==> config.mk <==
export PLATFORM = sky130hd
export DESIGN_NAME = dsf_div
export DESIGN_NICKNAME = d
export VERILOG_FILES = /design/src/rtl/core/dsf_pkg.sv /design/src/rtl/core/dsf_div.sv
export SDC_FILE = /design/constraint.sdc
export NUM_CORES = 1
export LEC_CHECK = 0
export BUFFER_PORTS_ARGS = -buffer_cell sky130_fd_sc_hd__buf_2
export CELL_PAD_IN_SITES_DETAIL_PLACEMENT = 1
export CELL_PAD_IN_SITES_GLOBAL_PLACEMENT = 2
export CORE_MARGIN = 3
export CORE_UTILIZATION = 38
export CTS_BUF_LIST = sky130_fd_sc_hd__clkbuf_2
export DETAILED_ROUTE_END_ITERATION = 16
export PLACE_DENSITY_LB_ADDON = 0.1
export SYNTH_ARGS = -nofsm -noshare
export SYNTH_HDL_FRONTEND = slang
export SYNTH_SLANG_ARGS = --single-unit
==> constraint.sdc <==
create_clock -name clock -period 11.5 [get_ports clock]
set_input_delay 1.725 -clock clock [delete_from_list [all_inputs] [get_ports clock]]
set_output_delay 1.725 -clock clock [all_outputs]
set_load 0.02 [all_outputs]
==> src/rtl/core/dsf_pkg.sv <==
// ----------------------------------------------------------------------------
// dsf_pkg
// Shared constants and types of the divisor-sum unit.
// ----------------------------------------------------------------------------
package dsf_pkg;

   // Width of the input value and size of the prime-flag table.
   localparam int N_BITS      = 26;
   localparam int PRIME_LIMIT = 8192;

   // Result width: sigma(n) is kept modulo 2^SUM_W.
   localparam int SUM_W = 29;

   // Prime-table index width, and a candidate counter that can also hold PRIME_LIMIT.
   localparam int P_BITS = $clog2(PRIME_LIMIT);
   localparam int PC_W   = P_BITS + 1;

   // Square of a candidate, and the width used when comparing it with the value.
   localparam int PSQ_W = 2 * PC_W;
   localparam int CMP_W = (PSQ_W > N_BITS) ? PSQ_W : N_BITS;

   // Divider: DIV_STEPS quotient bits per cycle.
   localparam int DIV_STEPS  = 4;
   localparam int DIV_CYCLES = (N_BITS + DIV_STEPS - 1) / DIV_STEPS;
   localparam int DIV_W      = DIV_CYCLES * DIV_STEPS;
   localparam int DCNT_W     = $clog2(DIV_CYCLES);

   // Stream data widths, padded to whole bytes.
   localparam int REQ_DATA_W = ((N_BITS + 7) / 8) * 8;
   localparam int RSP_DATA_W = ((SUM_W + 7) / 8) * 8;

   typedef struct packed {
      logic              start;
      logic [N_BITS-1:0] dividend;
      logic [P_BITS-1:0] divisor;
   } div_req_type;

   typedef struct packed {
      logic              done;
      logic              rem_zero;
      logic [N_BITS-1:0] quotient;
   } div_rsp_type;

   typedef struct packed {
      logic ready;
      logic flag;
   } flags_rsp_type;

endpackage

==> src/rtl/core/dsf_div.sv <==
// ----------------------------------------------------------------------------
// dsf_div
// Iterative restoring divider: value by prime candidate, DIV_STEPS bits a cycle.
// ----------------------------------------------------------------------------
module dsf_div import dsf_pkg::*; (
   input  logic        clock,
   input  logic        reset,
   input  div_req_type div_req,
   output div_rsp_type div_rsp
);

   logic              busy_ff, busy_in;
   logic              done_ff, done_in;
   logic [DCNT_W-1:0] cnt_ff, cnt_in;
   logic [DIV_W-1:0]  quo_ff, quo_in;
   logic [P_BITS-1:0] rem_ff, rem_in;
   logic [P_BITS-1:0] dvs_ff, dvs_in;
   logic [P_BITS:0]   trial;

   always_comb begin
      busy_in = busy_ff;
      done_in = 1'b0;
      cnt_in  = cnt_ff;
      quo_in  = quo_ff;
      rem_in  = rem_ff;
      dvs_in  = dvs_ff;
      trial   = '0;
      if (div_req.start) begin
         busy_in = 1'b1;
         cnt_in  = '0;
         quo_in  = DIV_W'(div_req.dividend);
         rem_in  = '0;
         dvs_in  = div_req.divisor;
      end else if (busy_ff) begin
         // The dividend shifts out of the top of quo while quotient bits enter below.
         for (int k = 0; k < DIV_STEPS; k++) begin
            trial  = {rem_in, quo_in[DIV_W-1]};
            quo_in = {quo_in[DIV_W-2:0], 1'b0};
            if (trial >= {1'b0, dvs_ff}) begin
               trial     = trial - {1'b0, dvs_ff};
               quo_in[0] = 1'b1;
            end
            rem_in = trial[P_BITS-1:0];
         end
         if (cnt_ff == DCNT_W'(DIV_CYCLES - 1)) begin
            busy_in = 1'b0;
            done_in = 1'b1;
         end else begin
            cnt_in = cnt_ff + 1'b1;
         end
      end
   end

   always_ff @(posedge clock) begin
      if (reset) begin
         busy_ff <= 1'b0;
         done_ff <= 1'b0;
         cnt_ff  <= '0;
      end else begin
         busy_ff <= busy_in;
         done_ff <= done_in;
         cnt_ff  <= cnt_in;
      end
   end

   always_ff @(posedge clock) begin
      quo_ff <= quo_in;
      rem_ff <= rem_in;
      dvs_ff <= dvs_in;
   end

   assign div_rsp.done     = done_ff;
   assign div_rsp.rem_zero = (rem_ff == '0);
   assign div_rsp.quotient = quo_ff[N_BITS-1:0];

endmodule

==> impl_metrics.ini <==
[logic_synthesis]
ys_types = 67
yosysTopAreaCell = edfxtp_1
synthCells = 608
syn_nets = 708
synth-seq-cells = 59
synth-async-reset-ratio_pct = 0
netlist_area_mm2 = 0.00555
synth_top_area_share_pct = 21.1
synth_flop_cell = edfxtp_1
synth_area_leaders = edfxtp_1 (21%), ha_1 (12%), dfxtp_1 (7.2%)
syn_area_per_cell_um2 = 9.13
seq_area_frac_synth_pct = 28.3
yosysWarnings = 0
synth_edf_count = 39

[sta]
setup_viol = 0
finalHoldViolCount = 0
fin_worst_skew_ns = 0.0360
report.final.slew_viol_count = 0
fmax_mhz = 94.1
fin_setup_tns_ns = 0
slew_headroom_pct = 32.0
whs_ns = 0.512
rsz0062_at_grt = false
fin_crit_sh_pct = 92.4
period_needed_ns = 10.63
tightest_slew_ns = 1.02

[final_layout]
final_common_cell = buf_2
syn_to_final_growth_pct = 7.80
final_nets = 750
final_cell_mix = buf_2 (69), ha_1 (54), nor2_1 (45), a21oi_1 (41), inv_1 (40)
antenna_cells = 0
final_layout_size_suffix_gt1_share_pct = 21.8

[global_routing]
grt_max_degree = 38
overflow = 0
grt_first_pass_wirelength_mm = 27.5
antenna_found_initial = 0
grt_pass1_vias = 4988
grt_usage_pct = 21.7

[critical_path]
start_kind = register
cp_top_family = compound AO/OA/AOI/OAI gates
cp-end-kind = register
slowest_stage = edfxtp_1
worstPathRequired_ns = 11.95
crit_fanout = 14
critPathKind = reg -> reg
arrival_ns = 11.08
max_stage_delay_ns = 0.52
cp_common_cell = o21ai_0
cp_num_buf_inv = 2

[clock_tree]
cts_tree = yes
clock_latency_ns = 0.55
clk_path_buf_depth = 2
htree_levels = 3
cts_root_buf = clkbuf_2
cts_sinks = 59
ctsHoldBuffers = 0
clkTransAtPathRegs_ns = 0.20
cts_made_buffers = 9

[drt]
drt-pass1-iter-count = 4
wl_per_cell_um = 20.2
viasPerCell = 5.61
num_vias = 4687
finalWirelength_mm = 16.9
drtIter0Drc = 337
ant_nets = 0
drc = 0

[flow_run]
maxCapViolations = 0

[floorplan]
die_w_um = 127
die-height_um = 127
io-pin-count = 70
initial_core_util_pct = 39.4
core-area_mm2 = 0.0141
fp-row-count = 43
dieArea_mm2 = 0.0161

[placed_design]
port_buffers = 69
gp_congestion = 0.895
hpwlAfterDp_mm = 13.7

[worst_hold_path]
min_path_type = reg -> reg

[status]
status = finished, final reports clean
[through the flow]
step	instances	util [%]	instance area [µm²]	worst slack, ns
4_1_cts	831	42.2	5950	0.626
3_5_place_dp	815	41.5	5860	0.728
3_3_place_gp	815	41.5	5860	1.02
6_report	835	42.5	5980	0.869
5_1_grt	835	42.5	5980	0.125
2_1_floorplan	608	-	5550	2.57
[logic make-up after synthesis]
kind of cell,Yosys count,share of synthesized area (%)
xor gates and xnor gates,34,5.36
adders and majority gates,58,13.6
AOI/OAI and AO/OA,158,19.2
muxes,52,10.1
DFF,59,28.3
and+or+nand+nor,161,15.3
buffers and inverters,86,8.02
[layout make-up]
type | count | area [µm²]
fill | 1682 | 8110
multi-input combinational | 463 | 3530
clock inverter | 7 | 52.6
tap | 180 | 225
timing repair buffer | 77 | 405
inverter | 40 | 150
clock buffer | 9 | 45.0
sequential | 59 | 1570
[timing repair]
| item | in CTS | in global routing |
|---|---|---|
| setup endpoints to repair | 0 | 13 |
| buffers inserted | 0 | 4 |
| resized for setup | 0 | 2 |
[Yosys cell counts (7+ instances only)]
| master | count |
|---|---|
| o21a_1 | 7 |
| edfxtp_1 | 39 |
| o21ai_0 | 35 |
| or2_2 | 7 |
| inv_1 | 40 |
| buf_4 | 28 |
| xor2_1 | 12 |
| xnor2_1 | 22 |
| nand4_1 | 7 |
| nor2b_1 | 9 |
| nor2_1 | 45 |
| dfxtp_1 | 20 |
| nand2_1 | 27 |
| a21o_1 | 10 |
| nand2b_1 | 13 |
| a21oi_1 | 41 |
| mux2i_1 | 19 |
| nand3_1 | 10 |
| clkbuf_1 | 15 |
| ha_1 | 54 |
| mux2_2 | 32 |
| nor3_1 | 15 |
| a211oi_1 | 20 |
[registers in the layout, indices dropped and copies added, names as in the netlist]
name     cells
rem_ff      13
done_ff      1
cnt_ff       3
quo_ff      28
dvs_ff      13
busy_ff      1
[worst reg2reg max path, delay by kind of cell (launching register included)]
kind	cells	cell delay (ns)
multiplexers	2	0.75
adder cells (fa/ha/maj)	5	1.67
buffers and inverters	2	0.18
AND/OR/NAND/NOR	9	2.48
flip-flops	1	0.52
AO/OA/AOI/OAI	19	4.96
[per-layer routing]
metal  up-vias  GRT usage (%)  wire length [µm]
li1       2297              -                 -
met1      2306           29.3              8030
met2        74           36.4              8120
met3        10           3.83               606
met4         0           4.67               153
met5         -              0                 0
[path summary, 6_finish.rpt]
check                  from         to  slack (ns)  cells past startpoint
setup / recovery  dvs_ff[0]  rem_ff[1]        0.87                     37
hold / removal    cnt_ff[2]    done_ff        0.51                      2
setup reg to reg  dvs_ff[0]  rem_ff[1]        0.87                     37
hold reg to reg   cnt_ff[2]    done_ff        0.51                      2
Power is not shown: default switching activity piles up to over one toggle a cycle in this logic, so the estimate is an artifact.
